`src/sv/oslt_pkg.sv`:
```
package oslt_pkg;

    // fixed field widths
    localparam int ID_W      = 16;
    localparam int CFG_W     = 7;
    localparam int IDX_OUT_W = 6;

    // slots_in_use after reset
    localparam logic [CFG_W-1:0] CFG_RESET = 7'd64;

    // controller to datapath
    typedef struct packed {
        logic load;       // capture request, start first pass
        logic scan;       // issue reads for the current pass
        logic start2;     // start second pass (parent protection)
        logic fin_found;  // result: stored in the first empty slot
        logic evict;      // result: overwrite the chosen victim
        logic fin_none;   // result: nothing stored
    } t_cmd;

    // datapath to controller
    typedef struct packed {
        logic scan_done;
        logic found;
        logic need_pass2;
        logic any;
    } t_stat;

endpackage

```
`src/sv/oslt_ctrl.sv`:
```
module oslt_ctrl
    import oslt_pkg::*;
(
    input  logic  i_clk,
    input  logic  i_rst_n,
    input  logic  i_in_valid,
    output logic  o_in_ready,
    output logic  o_out_valid,
    input  logic  i_out_ready,
    input  t_stat i_stat,
    output t_cmd  o_cmd
);

    localparam logic [1:0] S_IDLE  = 2'd0;
    localparam logic [1:0] S_SCAN1 = 2'd1;
    localparam logic [1:0] S_SCAN2 = 2'd2;
    localparam logic [1:0] S_OUT   = 2'd3;

    logic [1:0] r_state;
    logic [1:0] n_state;

    // next state and commands
    always_comb begin
        n_state     = r_state;
        o_cmd       = '0;
        o_in_ready  = 1'b0;
        o_out_valid = 1'b0;
        case (r_state)
            S_IDLE: begin
                o_in_ready = 1'b1;
                if (i_in_valid) begin
                    o_cmd.load = 1'b1;
                    n_state    = S_SCAN1;
                end
            end
            S_SCAN1: begin
                o_cmd.scan = 1'b1;
                if (i_stat.scan_done) begin
                    o_cmd.scan = 1'b0;
                    if (i_stat.found) begin
                        o_cmd.fin_found = 1'b1;
                        n_state         = S_OUT;
                    end else if (i_stat.need_pass2) begin
                        o_cmd.start2 = 1'b1;
                        n_state      = S_SCAN2;
                    end else begin
                        o_cmd.evict = 1'b1;
                        n_state     = S_OUT;
                    end
                end
            end
            S_SCAN2: begin
                o_cmd.scan = 1'b1;
                if (i_stat.scan_done) begin
                    o_cmd.scan = 1'b0;
                    if (i_stat.any) begin
                        o_cmd.evict = 1'b1;
                    end else begin
                        o_cmd.fin_none = 1'b1;
                    end
                    n_state = S_OUT;
                end
            end
            S_OUT: begin
                o_out_valid = 1'b1;
                if (i_out_ready) begin
                    n_state = S_IDLE;
                end
            end
            default: begin
                n_state = S_IDLE;
            end
        endcase
    end

    // state register
    always_ff @(posedge i_clk) begin
        if (!i_rst_n) begin
            r_state <= S_IDLE;
        end else begin
            r_state <= n_state;
        end
    end

endmodule

```
`src/sv/oslt_datapath.sv`:
```
module oslt_datapath
    import oslt_pkg::*;
#(
    parameter int SLOTS    = 64,
    parameter int AGE_BITS = 16
)
(
    input  logic                 i_clk,
    input  logic                 i_rst_n,
    input  t_cmd                 i_cmd,
    output t_stat                o_stat,
    input  logic                 i_cfg_we,
    input  logic [CFG_W-1:0]     i_cfg_data,
    input  logic [ID_W-1:0]      i_new_id,
    input  logic [ID_W-1:0]      i_parent_id,
    input  logic                 i_has_parent,
    output logic                 o_placed,
    output logic [IDX_OUT_W-1:0] o_slot_index,
    output logic                 o_evicted_valid,
    output logic [ID_W-1:0]      o_evicted_id
);

    localparam int IW = (SLOTS > 1) ? $clog2(SLOTS) : 1;
    localparam int CW = $clog2(SLOTS + 1);
    localparam int XW = (CW > CFG_W) ? CW : CFG_W;
    localparam int DW = ID_W + AGE_BITS;

    localparam logic [AGE_BITS-1:0] AGE_MAX = {AGE_BITS{1'b1}};

    // slot store: {id, age} per slot
    logic [DW-1:0] mem [SLOTS];

    logic [CFG_W-1:0]    r_slots_in_use;
    logic [CW-1:0]       r_fill;
    logic [CW-1:0]       r_n;
    logic                r_found;
    logic [ID_W-1:0]     r_nid;
    logic [ID_W-1:0]     r_pid;
    logic                r_hasp;
    logic [CW-1:0]       r_ptr;
    logic                r_pv;
    logic [IW-1:0]       r_pidx;
    logic                r_pass2;
    logic [AGE_BITS-1:0] r_best;
    logic [IW-1:0]       r_oldest;
    logic [ID_W-1:0]     r_oldest_id;
    logic                r_any;
    logic [DW-1:0]       r_q;
    logic                r_placed;
    logic [IW-1:0]       r_idx;
    logic                r_ev_valid;
    logic [ID_W-1:0]     r_ev_id;

    logic [XW-1:0]       cfg_x;
    logic [XW-1:0]       n_x;
    logic [CW-1:0]       n_load;
    logic                issue;
    logic [ID_W-1:0]     q_id;
    logic [AGE_BITS-1:0] q_age;
    logic [AGE_BITS-1:0] age_inc;
    logic [CW-1:0]       pidx_x;
    logic                in_fill;
    logic                at_fill;
    logic                wr_en;
    logic [IW-1:0]       wr_addr;
    logic [DW-1:0]       wr_data;
    logic [IW+IDX_OUT_W-1:0] idx_ext;

    // active slot count, clamped to 1..SLOTS
    always_comb begin
        cfg_x = XW'(r_slots_in_use);
        if (cfg_x == '0) begin
            n_x = XW'(1);
        end else if (cfg_x > XW'(SLOTS)) begin
            n_x = XW'(SLOTS);
        end else begin
            n_x = cfg_x;
        end
        n_load = n_x[CW-1:0];
    end

    // slot under inspection
    assign issue   = i_cmd.scan && (r_ptr != r_n);
    assign q_id    = r_q[DW-1:AGE_BITS];
    assign q_age   = r_q[AGE_BITS-1:0];
    assign age_inc = (q_age == AGE_MAX) ? q_age : q_age + AGE_BITS'(1);
    assign pidx_x  = CW'(r_pidx);
    assign in_fill = pidx_x < r_fill;
    assign at_fill = (pidx_x == r_fill) && r_found;

    // write port: age write-back, new id placement, victim overwrite
    always_comb begin
        wr_en   = 1'b0;
        wr_addr = r_pidx;
        wr_data = {q_id, age_inc};
        if (r_pv && !r_pass2) begin
            if (in_fill) begin
                wr_en = 1'b1;
            end else if (at_fill) begin
                wr_en   = 1'b1;
                wr_data = {r_nid, AGE_BITS'(0)};
            end
        end
        if (i_cmd.evict) begin
            wr_en   = 1'b1;
            wr_addr = r_oldest;
            wr_data = {r_nid, AGE_BITS'(0)};
        end
    end

    // slot memory, registered read
    always_ff @(posedge i_clk) begin
        if (wr_en) begin
            mem[wr_addr] <= wr_data;
        end
        r_q <= mem[r_ptr[IW-1:0]];
    end

    // control registers
    always_ff @(posedge i_clk) begin
        if (!i_rst_n) begin
            r_slots_in_use <= CFG_RESET;
            r_fill         <= '0;
            r_pv           <= 1'b0;
            r_ptr          <= '0;
            r_n            <= CW'(1);
        end else begin
            if (i_cfg_we) begin
                r_slots_in_use <= i_cfg_data;
            end
            if (i_cmd.load) begin
                r_n   <= n_load;
                r_ptr <= '0;
            end else if (i_cmd.start2) begin
                r_ptr <= '0;
            end else if (issue) begin
                r_ptr <= r_ptr + CW'(1);
            end
            r_pv <= issue;
            if (i_cmd.fin_found) begin
                r_fill <= r_fill + CW'(1);
            end
        end
    end

    // request capture, search and result registers
    always_ff @(posedge i_clk) begin
        if (issue) begin
            r_pidx <= r_ptr[IW-1:0];
        end
        if (i_cmd.load) begin
            r_nid       <= i_new_id;
            r_pid       <= i_parent_id;
            r_hasp      <= i_has_parent;
            r_found     <= r_fill < n_load;
            r_pass2     <= 1'b0;
            r_best      <= '0;
            r_oldest    <= '0;
            r_oldest_id <= '0;
            r_any       <= 1'b0;
        end else if (i_cmd.start2) begin
            r_pass2 <= 1'b1;
            r_best  <= '0;
            r_any   <= 1'b0;
        end else if (r_pv) begin
            if (!r_pass2) begin
                // first pass: first slot of greatest aged value
                if (in_fill && (age_inc > r_best)) begin
                    r_best      <= age_inc;
                    r_oldest    <= r_pidx;
                    r_oldest_id <= q_id;
                end
            end else begin
                // second pass: last non-parent slot of greatest age
                if ((q_id != r_pid) && (q_age >= r_best)) begin
                    r_best      <= q_age;
                    r_oldest    <= r_pidx;
                    r_oldest_id <= q_id;
                    r_any       <= 1'b1;
                end
            end
        end
        if (i_cmd.fin_found) begin
            r_placed   <= 1'b1;
            r_idx      <= r_fill[IW-1:0];
            r_ev_valid <= 1'b0;
            r_ev_id    <= '0;
        end else if (i_cmd.evict) begin
            r_placed   <= 1'b1;
            r_idx      <= r_oldest;
            r_ev_valid <= 1'b1;
            r_ev_id    <= r_oldest_id;
        end else if (i_cmd.fin_none) begin
            r_placed   <= 1'b0;
            r_idx      <= '0;
            r_ev_valid <= 1'b0;
            r_ev_id    <= '0;
        end
    end

    // status to controller
    assign o_stat.scan_done  = (r_ptr == r_n) && !r_pv;
    assign o_stat.found      = r_found;
    assign o_stat.need_pass2 = r_hasp && (r_oldest_id == r_pid);
    assign o_stat.any        = r_any;

    // result beat
    assign idx_ext         = (IW + IDX_OUT_W)'(r_idx);
    assign o_placed        = r_placed;
    assign o_slot_index    = idx_ext[IDX_OUT_W-1:0];
    assign o_evicted_valid = r_ev_valid;
    assign o_evicted_id    = r_ev_id;

endmodule

```
`src/sv/oldest_slot_replacement_table_unit.sv`:
```
// channel   direction  signals
// in        input      i_in_valid / o_in_ready, i_new_id, i_parent_id, i_has_parent
// out       output     o_out_valid / i_out_ready, o_placed, o_slot_index,
//                      o_evicted_valid, o_evicted_id
// cfg       input      i_cfg_valid / o_cfg_ready (always ready), i_cfg_data
//
// one request at a time; with n active slots a request scans the n slots once
// when an empty slot exists or no parent check is needed, and twice with the
// parent pass, then waits for the result beat to be taken.
// the single read port of the slot memory reads one slot a cycle.
// synchronous active-low reset empties the table; no clearing pass is needed.
// the result is held until taken; no new request is taken while it waits.
module oldest_slot_replacement_table_unit
    import oslt_pkg::*;
#(
    parameter int SLOTS    = 64,
    parameter int AGE_BITS = 16
)
(
    input  logic                 i_clk,
    input  logic                 i_rst_n,
    input  logic                 i_in_valid,
    output logic                 o_in_ready,
    input  logic [ID_W-1:0]      i_new_id,
    input  logic [ID_W-1:0]      i_parent_id,
    input  logic                 i_has_parent,
    output logic                 o_out_valid,
    input  logic                 i_out_ready,
    output logic                 o_placed,
    output logic [IDX_OUT_W-1:0] o_slot_index,
    output logic                 o_evicted_valid,
    output logic [ID_W-1:0]      o_evicted_id,
    input  logic                 i_cfg_valid,
    output logic                 o_cfg_ready,
    input  logic [CFG_W-1:0]     i_cfg_data
);

    t_cmd  cmd;
    t_stat stat;

    // register port never stalls
    assign o_cfg_ready = 1'b1;

    // sequencer
    oslt_ctrl u_ctrl (
        .i_clk       (i_clk),
        .i_rst_n     (i_rst_n),
        .i_in_valid  (i_in_valid),
        .o_in_ready  (o_in_ready),
        .o_out_valid (o_out_valid),
        .i_out_ready (i_out_ready),
        .i_stat      (stat),
        .o_cmd       (cmd)
    );

    // slot store and search
    oslt_datapath #(
        .SLOTS    (SLOTS),
        .AGE_BITS (AGE_BITS)
    ) u_datapath (
        .i_clk           (i_clk),
        .i_rst_n         (i_rst_n),
        .i_cmd           (cmd),
        .o_stat          (stat),
        .i_cfg_we        (i_cfg_valid & o_cfg_ready),
        .i_cfg_data      (i_cfg_data),
        .i_new_id        (i_new_id),
        .i_parent_id     (i_parent_id),
        .i_has_parent    (i_has_parent),
        .o_placed        (o_placed),
        .o_slot_index    (o_slot_index),
        .o_evicted_valid (o_evicted_valid),
        .o_evicted_id    (o_evicted_id)
    );

endmodule

```
`config.mk`:
```
export PLATFORM = sky130hd
export DESIGN_NAME = oldest_slot_replacement_table_unit
export DESIGN_NICKNAME = d
export VERILOG_FILES = /design/src/sv/oslt_pkg.sv /design/src/sv/oslt_ctrl.sv /design/src/sv/oslt_datapath.sv /design/src/sv/oldest_slot_replacement_table_unit.sv
export SDC_FILE = /design/constraint.sdc
export NUM_CORES = 2
export LEC_CHECK = 0
export ABC_AREA = 1
export BUFFER_PORTS_ARGS = -buffer_cell sky130_fd_sc_hd__buf_2
export CAP_MARGIN = 30
export CORE_UTILIZATION = 50
export CTS_CLUSTER_SIZE = 8
export DETAILED_ROUTE_END_ITERATION = 8
export PLACE_DENSITY = 0.67
export SLEW_MARGIN = 20
export SYNTH_ARGS = -nofsm -noshare
export SYNTH_HDL_FRONTEND = slang
export SYNTH_SLANG_ARGS = --single-unit
export TNS_END_PERCENT = 10
```
`constraint.sdc`:
```
create_clock -name i_clk -period 15.35 [get_ports i_clk]
set_clock_uncertainty 0.2 [all_clocks]
set_input_delay 3.07 -clock i_clk [delete_from_list [all_inputs] [get_ports i_clk]]
set_output_delay 3.07 -clock i_clk [all_outputs]
set_load 0.05 [all_outputs]
```
==> metrics.md <==
| Metric | Value |
|---|---|
| Final Cell Area | `0.100 mm2` |
| Max VDD drop | `0.123 mV` |
| CTS buffer count | `roughly 330` |
| Global-route wire length before repair | `roughly 370 mm` |
| Placed Cells | `8890` |
| Maximum root-to-sink buffer count | `4` |
| Critical path class | `flop to output pin` |
| Number of flops mapped to enable cells by yosys | `2094` |
| FMAX | `195 MHz` |
| Critical Path RT | `between 10 and 15 ns` |
| Status | `complete, but fails checks` |
| NumNets Final | `6991` |
| Unrepaired setup endpoints after global routing | `no` |
| Post-Syn Instances | `6801` |
| Synth area leader | `edfxtp_1` |
| Port buffer count | `70` |
| Worst skew pair latency | `0.94 ns` |
| Net Sw Frac | `between 20% and 30%` |
| Final setup TNS | `0 ns` |
| Layout cells sized above 1 | `10.1%` |
| Routed len/inst | `about 27 um` |
| Top-count cell post-synth | `edfxtp_1` |
| Top delay family on crit path | `flip-flops` |
| Total track usage | `between 20% and 30%` |
| Synth unique cells | `51` |
| GPL Wtd Cong | `0.883` |
| CTS Sinks | `2215` |
| Vias in the first global route | `55500` |
| Ant diodes | `0` |
| Area grow syn2layout | `14.4%` |
| Hold WS | `0.270 ns` |
| Total wire length | `255 mm` |
| Hold Buf Count CTS | `0` |
| Final min period | `roughly 5.1 ns` |
| CTS tree | `built` |
| Hold crit path type | `flop to flop` |
| Slew Limit Fails | `0` |
| Clock share of power | `40.5%` |
| Placed Area | `between 0.09 and 0.1 mm2` |
| Final setup fails | `0` |
| Non-filler cells in the finished layout | `9367` |
| Resize count post-CTS | `0` |
| Remaining antenna violation count after routing | `0` |
| Pwr/cell area | `156 mW/mm2` |
| Critical-path cell list | `inv_1 -> ha_1 -> buf_2` |
| Lkg Pwr | `32.9 nW` |
| Post-synth top cells | `edfxtp_1 (2094), nor2_1 (1228), o21ai_0 (1130)` |
| Worst reg2reg startpoint | `u_datapath.r_ptr[0]` |
| Post-synth ARST share | `0%` |
| Area contributors post-synth | `edfxtp_1 (72%), o21ai_0 (6.5%), nor2_1 (5.3%)` |
| Full die area | `between 0.15 and 0.2 mm2` |
| Syn nets | `6897` |
| H-tree levels | `5` |
| Hold_sp | `u_datapath.o_evicted_id[13]` |
| Max stage delay on crit path | `about 0.4 ns` |
| # IOs | `72` |
| Initial antenna violation count | `11` |
| Pin count of the biggest net entering global routing | `roughly 200` |
| Buf+Inv Stages, Crit Path | `2` |
| Core area | `0.174 mm2` |
| P_int | `11.4 mW` |
| Fin crit share | `33.4%` |
| Internal reg-to-reg setup slack | `10.33 ns` |
| HPWL Detailed | `139 mm` |
| Setup ws final | `10.23 ns` |
| Number of stages on the worst setup path | `3` |
| Psw | `4.23 mW` |
| Total congestion overflow | `0` |
| Failing checks | `DRC` |
| Root Driver | `clkbuf_16` |
| Die W | `between 400 and 500 um` |
| Postcts setup bufs | `0` |
| Share of the synthesized area in the top cell type | `a little under three quarters` |
| Register area share after synthesis | `74.6%` |
| Critical path launch point type | `flop` |
| WP data arrival | `~1.9 ns` |
| Worst-margin pin slew | `approximately 1.0 ns` |
| Residual DRC | `2` |
| Worst R2R Path Depth | `9` |
| Combinational power share | `13.7%` |
| Min-Delay Endpoint | `u_datapath.o_evicted_id[13]` |
| Vias per inst | `around 6.3` |
| Mapped Area | `0.0876 mm2` |
| Sequential share of power | `45.8%` |
| Max Cap Viol | `0` |
| Pre-CTS worst setup slack | `10.14 ns` |
| Clock-pin slew on the worst setup and hold paths | `0.05 ns` |
| Pre-Repair DR Iteration Count | `9` |
| Final hold vios | `0` |
| DR vias | `58800` |
| Top FF cell, synth | `edfxtp_1` |
| Filler Cell Count | `13500` |
| Die H | `421 um` |
| Row cnt | `roughly 150` |
| #FFs+latches synth | `2215` |
| Slowest CP cell | `dfxtp_1` |
| DR iter-0 viols | `8672` |
| Critical Path End Type | `output pin` |
| Syn_area_per_cell | `12.9 um2` |
| Crit-path max FO | `5` |
| Worst hold path stage count | `2` |
| RR Endpoint | `u_datapath.r_q[4]` |
| Initial Util | `50.3%` |
| Ys Warns | `0` |
| Max_slew headroom | `31.5%` |
## stage by stage
step	total power [mW]	util (%)
2_1_floorplan	8.59	-
3_3_place_gp	9.32	52.2
3_5_place_dp	9.38	52.5
4_1_cts	15.7	57.6
5_1_grt	16.1	57.6
6_report	15.7	57.6
## how the worst max path moves through the flow
| stage | to | startpoint |
|---|---|---|
| final | o_in_ready | u_ctrl.r_state[0] |
| after global routing | o_in_ready | u_ctrl.r_state[0] |
| after CTS | o_in_ready | u_ctrl.r_state[0] |
| after detailed placement | u_datapath.r_hasp | i_in_valid |
| after global placement | u_datapath.r_pid[12] | i_in_valid |
| after floorplan | u_datapath.r_found | i_in_valid |
## layer usage
metal	GRT usage (%)	part of all wire [%]
met1	40.4	39
met2	42.8	45
met3	6.01	11
met4	12.8	4.3
met5	0	0.029
## power by group through the flow
| stage | combinational (mW) | clock (mW) | sequential [mW] |
|---|---|---|---|
| 5_1_grt | 2.32 | 6.65 | 7.18 |
| 6_report | 2.15 | 6.34 | 7.18 |
| 3_3_place_gp | 2.04 | 0 | 7.28 |
| 3_5_place_dp | 2.10 | 0 | 7.28 |
| 4_1_cts | 2.11 | 6.39 | 7.17 |
| 2_1_floorplan | 1.28 | 0 | 7.32 |
## layout by cell type, fill, tap and decap left out, types with 8 or more instances in the layout
cell type  instances
a21oi_1          110
a21oi_4            8
buf_12            17
buf_16             8
buf_2             70
buf_4            125
clkbuf_1         136
clkbuf_16        333
dfxtp_1          117
edfxtp_1        2094
ha_1              51
inv_1            140
nand2_1          448
nand2_2           12
nand3_1          263
nand4_1           42
nor2_1          1155
nor2_4            75
nor3_1            16
o211ai_1          57
o21ai_0         1121
o21ai_4            9
o221ai_1         197
o22ai_1          326
xnor2_1           11
xor2_1            15
## sequential cells by signal (all words and copies together), names as in the netlist, 2 cells and up
name                     count
u_ctrl.r_state               2
u_datapath.cfg_x             7
u_datapath.mem            2048
u_datapath.o_evicted_id     16
u_datapath.o_slot_index      6
u_datapath.r_best           16
u_datapath.r_fill            7
u_datapath.r_n               7
u_datapath.r_nid            16
u_datapath.r_oldest          6
u_datapath.r_oldest_id      16
u_datapath.r_pid            16
u_datapath.r_pidx            6
u_datapath.r_ptr             7
u_datapath.r_q              32
## worst reg2reg max path, delay by kind of cell (launching register included)
family          cells  cell delay, ns
simple gates        1            0.12
buf+inv             3            2.29
flops               1            0.75
compound gates      5            1.56
## cell type report
type                            count  area (um2)  area share (%)
Clock inverter                      7        67.6          0.0674
Clock buffer                      469        8840            8.82
Inverter                          156         614           0.613
Sequential cell                  2215       65300            65.2
Timing Repair Buffer              221        1860            1.85
Multi-Input combinational cell   3974       20600            20.6
Tap cell                         2325        2910            2.90
## kinds of logic after synthesis
group,Yosys count,share of synthesized area [%]
flip-flops,2215,74.6
adder cells (fa/ha/maj),51,0.728
AO/OA/AOI/OAI,1848,12.1
buffers and inverters,612,2.77
other,1,0.00428
AND/OR/NAND/NOR,2041,9.50
multiplexers,7,0.0900
XOR/XNOR,26,0.260
Note: power is estimated with default switching activity, not from simulation.
